### src/msjd_pkg.sv
// shared types and constants of the job dispatch unit
`default_nettype none

package msjd_pkg;

    localparam int CFG_W           = 7;
    localparam int ARR_W           = 32;
    localparam int DUR_W           = 32;
    localparam int TAG_W           = 20;
    localparam int SRV_W           = 6;
    localparam int TIME_W          = 48;
    localparam int MAX_SERVERS_DEF = 64;
    localparam int QUEUE_DEPTH     = 2;

    localparam logic [CFG_W-1:0]  CFG_RESET = 7'd64;
    localparam logic [TIME_W-1:0] TIME_MAX  = {TIME_W{1'b1}};

    typedef struct packed {
        logic [ARR_W-1:0] arrival_time;
        logic [DUR_W-1:0] duration;
        logic [TAG_W-1:0] job_tag;
    } t_in_item;

    typedef struct packed {
        logic [TAG_W-1:0]  job_tag_out;
        logic [SRV_W-1:0]  server;
        logic [TIME_W-1:0] start_time;
        logic [TIME_W-1:0] finish_time;
    } t_out_item;

    // back part status toward the front queue
    typedef struct packed {
        logic pop;
        logic clearing;
    } t_back_stat;

endpackage

`default_nettype wire

### src/msjd_ram.sv
// generic single-write, single-read RAM with registered read data
`default_nettype none

module msjd_ram #(
    parameter int WIDTH = 48,
    parameter int DEPTH = 64,
    localparam int AW = (DEPTH > 1) ? $clog2(DEPTH) : 1
) (
    input  wire logic              i_clk,
    input  wire logic              i_we,
    input  wire logic [AW-1:0]     i_waddr,
    input  wire logic [WIDTH-1:0]  i_wdata,
    input  wire logic [AW-1:0]     i_raddr,
    output logic      [WIDTH-1:0]  o_rdata
);

    logic [WIDTH-1:0] r_mem [DEPTH];

    always_ff @(posedge i_clk) begin
        if (i_we) begin
            r_mem[i_waddr] <= i_wdata;
        end
        o_rdata <= r_mem[i_raddr];
    end

endmodule

`default_nettype wire

### src/msjd_front.sv
// front part: accepts jobs into a short register queue
`default_nettype none

module msjd_front (
    input  wire logic                i_clk,
    input  wire logic                i_rst_n,
    input  wire logic                i_in_valid,
    input  wire msjd_pkg::t_in_item  i_in,
    output logic                     o_in_stall,
    input  wire msjd_pkg::t_back_stat i_stat,
    output logic                     o_q_valid,
    output msjd_pkg::t_in_item       o_q_item
);

    localparam int DEPTH = msjd_pkg::QUEUE_DEPTH;
    localparam int PW    = (DEPTH > 1) ? $clog2(DEPTH) : 1;
    localparam int CW    = $clog2(DEPTH + 1);

    msjd_pkg::t_in_item r_mem [DEPTH];
    logic [PW-1:0] r_wr_ptr;
    logic [PW-1:0] r_rd_ptr;
    logic [CW-1:0] r_count;
    logic          push;
    logic          pop;

    // no jobs taken while the busy-until store is being cleared
    assign o_in_stall = (r_count == CW'(DEPTH)) || i_stat.clearing;
    assign push       = i_in_valid && !o_in_stall;
    assign pop        = i_stat.pop && (r_count != '0);
    assign o_q_valid  = (r_count != '0);
    assign o_q_item   = r_mem[r_rd_ptr];

    always_ff @(posedge i_clk) begin
        if (!i_rst_n) begin
            r_wr_ptr <= '0;
            r_rd_ptr <= '0;
            r_count  <= '0;
        end else begin
            if (push) begin
                r_mem[r_wr_ptr] <= i_in;
                r_wr_ptr <= (r_wr_ptr == PW'(DEPTH - 1)) ? '0 : r_wr_ptr + PW'(1);
            end
            if (pop) begin
                r_rd_ptr <= (r_rd_ptr == PW'(DEPTH - 1)) ? '0 : r_rd_ptr + PW'(1);
            end
            case ({push, pop})
                2'b10:   r_count <= r_count + CW'(1);
                2'b01:   r_count <= r_count - CW'(1);
                default: r_count <= r_count;
            endcase
        end
    end

endmodule

`default_nettype wire

### src/msjd_back.sv
// back part: scans busy-until times, picks a server and updates it
`default_nettype none

module msjd_back #(
    parameter int MAX_SERVERS = msjd_pkg::MAX_SERVERS_DEF
) (
    input  wire logic                       i_clk,
    input  wire logic                       i_rst_n,
    input  wire logic [msjd_pkg::CFG_W-1:0] i_servers_in_use,
    input  wire logic                       i_q_valid,
    input  wire msjd_pkg::t_in_item         i_q_item,
    output msjd_pkg::t_back_stat            o_stat,
    output logic                            o_out_valid,
    output msjd_pkg::t_out_item             o_out,
    input  wire logic                       i_out_stall
);

    localparam int IDX_W  = (MAX_SERVERS > 1) ? $clog2(MAX_SERVERS) : 1;
    localparam int CNT_W  = $clog2(MAX_SERVERS + 1);
    localparam int EXT_W  = (CNT_W > msjd_pkg::CFG_W) ? CNT_W : msjd_pkg::CFG_W;
    localparam int TIME_W = msjd_pkg::TIME_W;
    localparam int SRV_W  = msjd_pkg::SRV_W;

    typedef enum logic [2:0] {
        S_CLEAR,
        S_IDLE,
        S_SCAN,
        S_CALC,
        S_DONE
    } t_state;

    t_state                     r_state;
    logic [IDX_W-1:0]           r_clr_idx;
    logic [msjd_pkg::ARR_W-1:0] r_arrival;
    logic [msjd_pkg::DUR_W-1:0] r_dur;
    logic [msjd_pkg::TAG_W-1:0] r_tag;
    logic [IDX_W-1:0]           r_issue_idx;
    logic                       r_issuing;
    logic                       r_cmp_valid;
    logic [IDX_W-1:0]           r_cmp_idx;
    logic                       r_found;
    logic [IDX_W-1:0]           r_chosen;
    logic [TIME_W-1:0]          r_min_val;
    logic [IDX_W-1:0]           r_min_idx;
    logic [TIME_W-1:0]          r_start;
    logic [TIME_W-1:0]          r_finish;

    logic [EXT_W-1:0]           cfg_ext;
    logic [EXT_W-1:0]           n_active;
    logic [IDX_W-1:0]           last_idx;
    logic [TIME_W-1:0]          rd_data;
    logic                       ram_we;
    logic [IDX_W-1:0]           ram_waddr;
    logic [TIME_W-1:0]          ram_wdata;
    logic                       is_free;
    logic                       is_min;
    logic [TIME_W-1:0]          calc_start;
    logic [TIME_W:0]            calc_sum;
    logic                       out_free;
    logic [SRV_W+IDX_W-1:0]     srv_ext;

    // zero servers counts as one, too many is capped at the pool size
    assign cfg_ext  = EXT_W'(i_servers_in_use);
    assign n_active = (cfg_ext == '0) ? EXT_W'(1)
                    : (cfg_ext > EXT_W'(MAX_SERVERS)) ? EXT_W'(MAX_SERVERS) : cfg_ext;
    assign last_idx = IDX_W'(n_active - EXT_W'(1));

    assign out_free  = !o_out_valid || !i_out_stall;
    assign ram_we    = (r_state == S_CLEAR) || ((r_state == S_DONE) && out_free);
    assign ram_waddr = (r_state == S_CLEAR) ? r_clr_idx : r_chosen;
    assign ram_wdata = (r_state == S_CLEAR) ? '0 : r_finish;

    assign is_free = (rd_data <= TIME_W'(r_arrival));
    assign is_min  = (r_cmp_idx == '0) || (rd_data < r_min_val);

    assign calc_start = r_found ? TIME_W'(r_arrival) : r_min_val;
    assign calc_sum   = {1'b0, calc_start} + (TIME_W + 1)'(r_dur);
    assign srv_ext    = {{SRV_W{1'b0}}, r_chosen};

    assign o_stat.pop      = (r_state == S_IDLE) && i_q_valid;
    assign o_stat.clearing = (r_state == S_CLEAR);

    msjd_ram #(
        .WIDTH (TIME_W),
        .DEPTH (MAX_SERVERS)
    ) u_busy_ram (
        .i_clk   (i_clk),
        .i_we    (ram_we),
        .i_waddr (ram_waddr),
        .i_wdata (ram_wdata),
        .i_raddr (r_issue_idx),
        .o_rdata (rd_data)
    );

    always_ff @(posedge i_clk) begin
        if (!i_rst_n) begin
            r_state     <= S_CLEAR;
            r_clr_idx   <= '0;
            r_issue_idx <= '0;
            r_issuing   <= 1'b0;
            r_cmp_valid <= 1'b0;
            o_out_valid <= 1'b0;
        end else begin
            if (o_out_valid && !i_out_stall) begin
                o_out_valid <= 1'b0;
            end
            case (r_state)
                S_CLEAR: begin
                    r_clr_idx <= r_clr_idx + IDX_W'(1);
                    if (r_clr_idx == IDX_W'(MAX_SERVERS - 1)) begin
                        r_state <= S_IDLE;
                    end
                end
                S_IDLE: begin
                    r_cmp_valid <= 1'b0;
                    if (i_q_valid) begin
                        r_arrival   <= i_q_item.arrival_time;
                        r_dur       <= i_q_item.duration;
                        r_tag       <= i_q_item.job_tag;
                        r_issue_idx <= '0;
                        r_issuing   <= 1'b1;
                        r_found     <= 1'b0;
                        r_state     <= S_SCAN;
                    end
                end
                S_SCAN: begin
                    // the compare handles the read issued in the previous cycle
                    r_cmp_valid <= r_issuing;
                    r_cmp_idx   <= r_issue_idx;
                    if (r_issuing) begin
                        if (r_issue_idx == last_idx) begin
                            r_issuing <= 1'b0;
                        end else begin
                            r_issue_idx <= r_issue_idx + IDX_W'(1);
                        end
                    end
                    if (r_cmp_valid) begin
                        if (!r_found && is_free) begin
                            r_found  <= 1'b1;
                            r_chosen <= r_cmp_idx;
                        end
                        if (is_min) begin
                            r_min_val <= rd_data;
                            r_min_idx <= r_cmp_idx;
                        end
                        if (r_cmp_idx == last_idx) begin
                            r_state <= S_CALC;
                        end
                    end
                end
                S_CALC: begin
                    r_start  <= calc_start;
                    r_finish <= calc_sum[TIME_W] ? msjd_pkg::TIME_MAX : calc_sum[TIME_W-1:0];
                    if (!r_found) begin
                        r_chosen <= r_min_idx;
                    end
                    r_state <= S_DONE;
                end
                S_DONE: begin
                    if (out_free) begin
                        o_out_valid       <= 1'b1;
                        o_out.job_tag_out <= r_tag;
                        o_out.server      <= srv_ext[SRV_W-1:0];
                        o_out.start_time  <= r_start;
                        o_out.finish_time <= r_finish;
                        r_issue_idx       <= '0;
                        r_state           <= S_IDLE;
                    end
                end
                default: begin
                    r_state <= S_IDLE;
                end
            endcase
        end
    end

endmodule

`default_nettype wire

### src/multi_server_job_dispatch_unit.sv
// top level of the multi-server job dispatch unit
`default_nettype none

// Dispatches jobs to a pool of servers by earliest-free policy: a job goes to
// the lowest-numbered server whose busy-until time is at most its arrival,
// otherwise to the server that frees up first (lowest index on ties), and that
// server's busy-until time becomes the saturated finish time. A two-entry
// input queue decouples job intake from the dispatch engine. The engine reads
// the busy-until memory one server per cycle, then computes start and finish
// times and registers the result; the result register lets the next job start
// while a result waits. After reset the busy-until memory is zeroed one entry
// per cycle, during which o_in_stall is high; configuration writes are always
// taken and must only happen while the unit is idle.
module multi_server_job_dispatch_unit #(
    parameter int MAX_SERVERS = msjd_pkg::MAX_SERVERS_DEF
) (
    input  wire logic                       i_clk,
    input  wire logic                       i_rst_n,
    input  wire logic                       i_in_valid,
    input  wire msjd_pkg::t_in_item         i_in,
    output logic                            o_in_stall,
    output logic                            o_out_valid,
    output msjd_pkg::t_out_item             o_out,
    input  wire logic                       i_out_stall,
    input  wire logic                       i_cfg_valid,
    input  wire logic [msjd_pkg::CFG_W-1:0] i_cfg_data,
    output logic                            o_cfg_ready
);

    logic [msjd_pkg::CFG_W-1:0] r_servers_in_use;
    logic                       q_valid;
    msjd_pkg::t_in_item         q_item;
    msjd_pkg::t_back_stat       back_stat;

    assign o_cfg_ready = 1'b1;

    always_ff @(posedge i_clk) begin
        if (!i_rst_n) begin
            r_servers_in_use <= msjd_pkg::CFG_RESET;
        end else if (i_cfg_valid && o_cfg_ready) begin
            r_servers_in_use <= i_cfg_data;
        end
    end

    msjd_front u_front (
        .i_clk      (i_clk),
        .i_rst_n    (i_rst_n),
        .i_in_valid (i_in_valid),
        .i_in       (i_in),
        .o_in_stall (o_in_stall),
        .i_stat     (back_stat),
        .o_q_valid  (q_valid),
        .o_q_item   (q_item)
    );

    msjd_back #(
        .MAX_SERVERS (MAX_SERVERS)
    ) u_back (
        .i_clk            (i_clk),
        .i_rst_n          (i_rst_n),
        .i_servers_in_use (r_servers_in_use),
        .i_q_valid        (q_valid),
        .i_q_item         (q_item),
        .o_stat           (back_stat),
        .o_out_valid      (o_out_valid),
        .o_out            (o_out),
        .i_out_stall      (i_out_stall)
    );

endmodule

`default_nettype wire

### config.mk
export PLATFORM = sky130hd
export DESIGN_NAME = multi_server_job_dispatch_unit
export DESIGN_NICKNAME = d
export VERILOG_FILES = /design/src/msjd_pkg.sv /design/src/msjd_ram.sv /design/src/msjd_front.sv /design/src/msjd_back.sv /design/src/multi_server_job_dispatch_unit.sv
export SDC_FILE = /design/constraint.sdc
export NUM_CORES = 2
export LEC_CHECK = 0
export BUFFER_PORTS_ARGS = -buffer_cell sky130_fd_sc_hd__buf_2
export CAP_MARGIN = 20
export CORE_UTILIZATION = 38
export CTS_BUF_LIST = sky130_fd_sc_hd__clkbuf_8 sky130_fd_sc_hd__clkbuf_16
export CTS_CLUSTER_DIAMETER = 200
export CTS_CLUSTER_SIZE = 25
export DETAILED_ROUTE_END_ITERATION = 16
export RECOVER_POWER = 100
export SETUP_SLACK_MARGIN = 0.3
export SYNTH_ARGS = -nofsm -noshare
export SYNTH_HDL_FRONTEND = slang
export SYNTH_HIERARCHICAL = 1
export SYNTH_SLANG_ARGS = --single-unit
### constraint.sdc
create_clock -name i_clk -period 21.5 [get_ports i_clk]
set_clock_uncertainty 0.05 [all_clocks]
set_input_delay 4.3 -clock i_clk [delete_from_list [all_inputs] [get_ports i_clk]]
set_output_delay 4.3 -clock i_clk [all_outputs]
set_load 0.05 [all_outputs]
==> flow_summary.toml <==
[clock_network]
cts.sinks = 3687
cts_tree = "yes"
hold_buffers = 0
clk_pin_slew_ns = 0.10
cts_max_level = 4
cts_made_buffers = 169
clockBufferDepth = 4
clk_latency_ns = 0.94
clockRootBuffer = "clkbuf_16"
post_cts_resized = 0
post_cts_buffers = 0

[sta]
setup_viol = 0
min_period_ns = 14.33
worst_pin_slew_ns = 6.475
whs_ns = 0.3760
fmax_mhz = 69.80
slew_headroom_pct = -331.7
period_share_pct = 66.64
final_hold_viol_count = 0
slew_viol_final = 7262
tns_ns = 0
rsz0062_at_grt = "false"

[synth]
synthArstFlopShare_pct = 0
ys_types = 84
synth.yosys.warnings = 6
netlist_area_sq_mm = 0.1413
synth_area_leaders = "edfxtp_1 77%, mux4_2 12%, dfxtp_1 1.1%, ha_1 1.0%, mux2_1 0.61%"
synth_fp_nets = 6837
netlist.area_leader.share_pct = 76.68
yosys.area.top_type = "edfxtp_1"
syn_inst = 6625
synth_seq_cells = 3687
avgSynthCellArea_sq_um = 21.33
ys_seq_area_share_pct = 77.78
synth-edff-count = 3609
synth-main-ff-cell = "edfxtp_1"

[global_route]
antenna_found_initial = 32
grt_usage_pct = 20.27
grt_pass1_wl_microns = 534600
grt_max_degree = 109
grt_pass1_vias = 66770
overflow = 0

[drt]
first_pass_iters = 6
dr.first_iter.drc_count = 9809
post_drt_wl_per_cell_microns = 32.63
antenna_left = 0
viasPerCell = 5.828
remaining_drc_errors = 0
wl_microns = 388500
vias = 69400

[hold_path]
hold_class = "reg2reg"

[floorplanning]
fp.dieW_microns = 611.9
num_io_pins = 221
fp.coreArea_sq_mm = 0.3694
die_area_sq_mm = 0.3744
start_util_pct = 38.26
rows = 223
dieHeight_microns = 611.9

[outcome]
failed_checks = "capacitance limit, slew limit"
status = "finished, violations left"

[worst_setup_path]
r2r_end = "u_back/u_busy_ram/o_rdata[33]"
r2r-start = "u_back/r_issue_idx[1]"
worstSetupEndpointType = "flip-flop"
reg2regPathDepth = 8
critPathLaunchType = "flip-flop"
worstPathArrival_ns = 14.96
critPathKind = "reg2reg"
required_ns = 22.13
crit_start = "u_back/r_issue_idx[1]"
cp_max_fo = 87
cp-endpoint = "u_back/u_busy_ram/o_rdata[33]"
reg2reg_slack_ns = 7.17

[cells_and_area]
drive_gt1_share_pct = 16.86
final_util_pct = 41.41
final_cell_mix = "3609 x edfxtp_1, 754 x mux4_2, 323 x clkbuf_1"
syn2layout_area_growth_pct = 8.237
fin_nets = 7100
final_common_cell = "edfxtp_1"

[placement]
portBuffers = 219
place_hpwl_microns = 238600
gp_congestion = 0.8815

[pwr]
peakVddDrop_uv = 56.93
leakage_nw = 46.85
powerDensity_mw_per_mm2 = 76.02

[flow_run]
cap_violations = 153
[how the worst min path moves through the flow]
stage / cells after the start / slack [ns] / start / endpoint
after floorplan: 0 / 0.35 / u_back/r_tag[0] / u_back/o_out[102]
after global placement: 0 / 0.35 / u_back/r_tag[15] / u_back/o_out[117]
after detailed placement: 0 / 0.36 / u_back/r_tag[16] / u_back/o_out[118]
after CTS: 0 / 0.37 / u_back/r_tag[12] / u_back/o_out[114]
after global routing: 0 / 0.38 / u_back/r_tag[16] / u_back/o_out[118]
final: 0 / 0.38 / u_back/r_tag[14] / u_back/o_out[116]
[through the flow]
| stage | cells | power, mW | worst slack (ns) | cell area [sq um] |
|---|---|---|---|---|
| 6_report | 11910 | 11.63 | 7.173 | 153000 |
| 3_3_place_gp | 11660 | 8.166 | 13.10 | 149400 |
| 4_1_cts | 11890 | 11.69 | 13.87 | 154000 |
| 2_1_floorplan | 6625 | 8.075 | 7.307 | 141300 |
| 3_5_place_dp | 11670 | 8.171 | 12.89 | 149500 |
| 5_1_grt | 11900 | 11.92 | 6.996 | 153000 |
[worst max-delay path, stage by stage, from the launching register on]
cell and delay, ns:
dfxtp_1 1.47, clkbuf_1 2.31, clkbuf_1 4.22, clkbuf_1 2.96, mux4_2 0.72, mux2_2 0.18
o22ai_1 0.16, a31o_2 0.36, a211oi_1 1.35
[synth_stat cells, drive strengths merged, types with 9 or more instances]
cell,count
ha,115
a21oi,137
nor3,27
o221ai,28
and3,9
nor2b,90
o21a,9
mux2i,73
nand4,30
edfxtp,3609
nand2,181
a21o,39
inv,103
nor2,201
or3,14
a221oi,84
dfxtp,78
a211oi,45
a22oi,72
a22o,57
buf,198
nand3b,12
nand2b,25
a31oi,10
xor2,20
o21ai,70
clkbuf,127
nand3,29
mux2,113
a311oi,13
mux4,754
xnor2,32
o22ai,126
[metal layers]
layer | part of all wire (%) | up-vias | track usage [%]
met5 | 0.019 | - | 0
met4 | 3.5 | 12 | 5.879
met3 | 9.2 | 418 | 3.359
met2 | 47 | 3457 | 31.87
met1 | 41 | 37600 | 29.13
li1 | - | 27920 | -
[power breakdown]
group / leakage [nW] / internal, mW / total, mW / switching (mW)
sequential: 34.3 / 7.82 / 7.84 / 0.0283
clock: 2.43 / 1.46 / 3.62 / 2.17
combinational: 10.1 / 0.0559 / 0.164 / 0.108
[flip-flops by register name, summed over array words and instances, names as in the netlist, 7 cells and up, named ones only]
signal	cells
r_servers_in_use	7
u_back/o_out	122
u_back/r_arrival	32
u_back/r_dur	32
u_back/r_finish	48
u_back/r_min_val	48
u_back/r_start	48
u_back/r_tag	20
u_back/u_busy_ram/o_rdata	48
u_back/u_busy_ram/r_mem	3072
u_front/r_mem	168
[cell type report]
class | count | area (sq um)
Fill cell | 32260 | 216400
Sequential cell | 3687 | 109900
Multi-Input combinational cell | 2509 | 29920
Tap cell | 4950 | 6193
Clock buffer | 171 | 4279
Timing Repair Buffer | 417 | 1916
Inverter | 104 | 390.4
Clock inverter | 57 | 306.5
Antenna cell | 13 | 32.53
[kinds of logic after synthesis]
kind of cell / share of synthesized area [%]
compound gates: 3.680
xor+xnor: 0.3222
fa+ha+maj: 1.032
buf+inv: 1.507
flops: 77.78
mux: 13.43
other cells: 0.002653
simple gates: 2.241
Note: power is estimated with default switching activity, not from simulation.
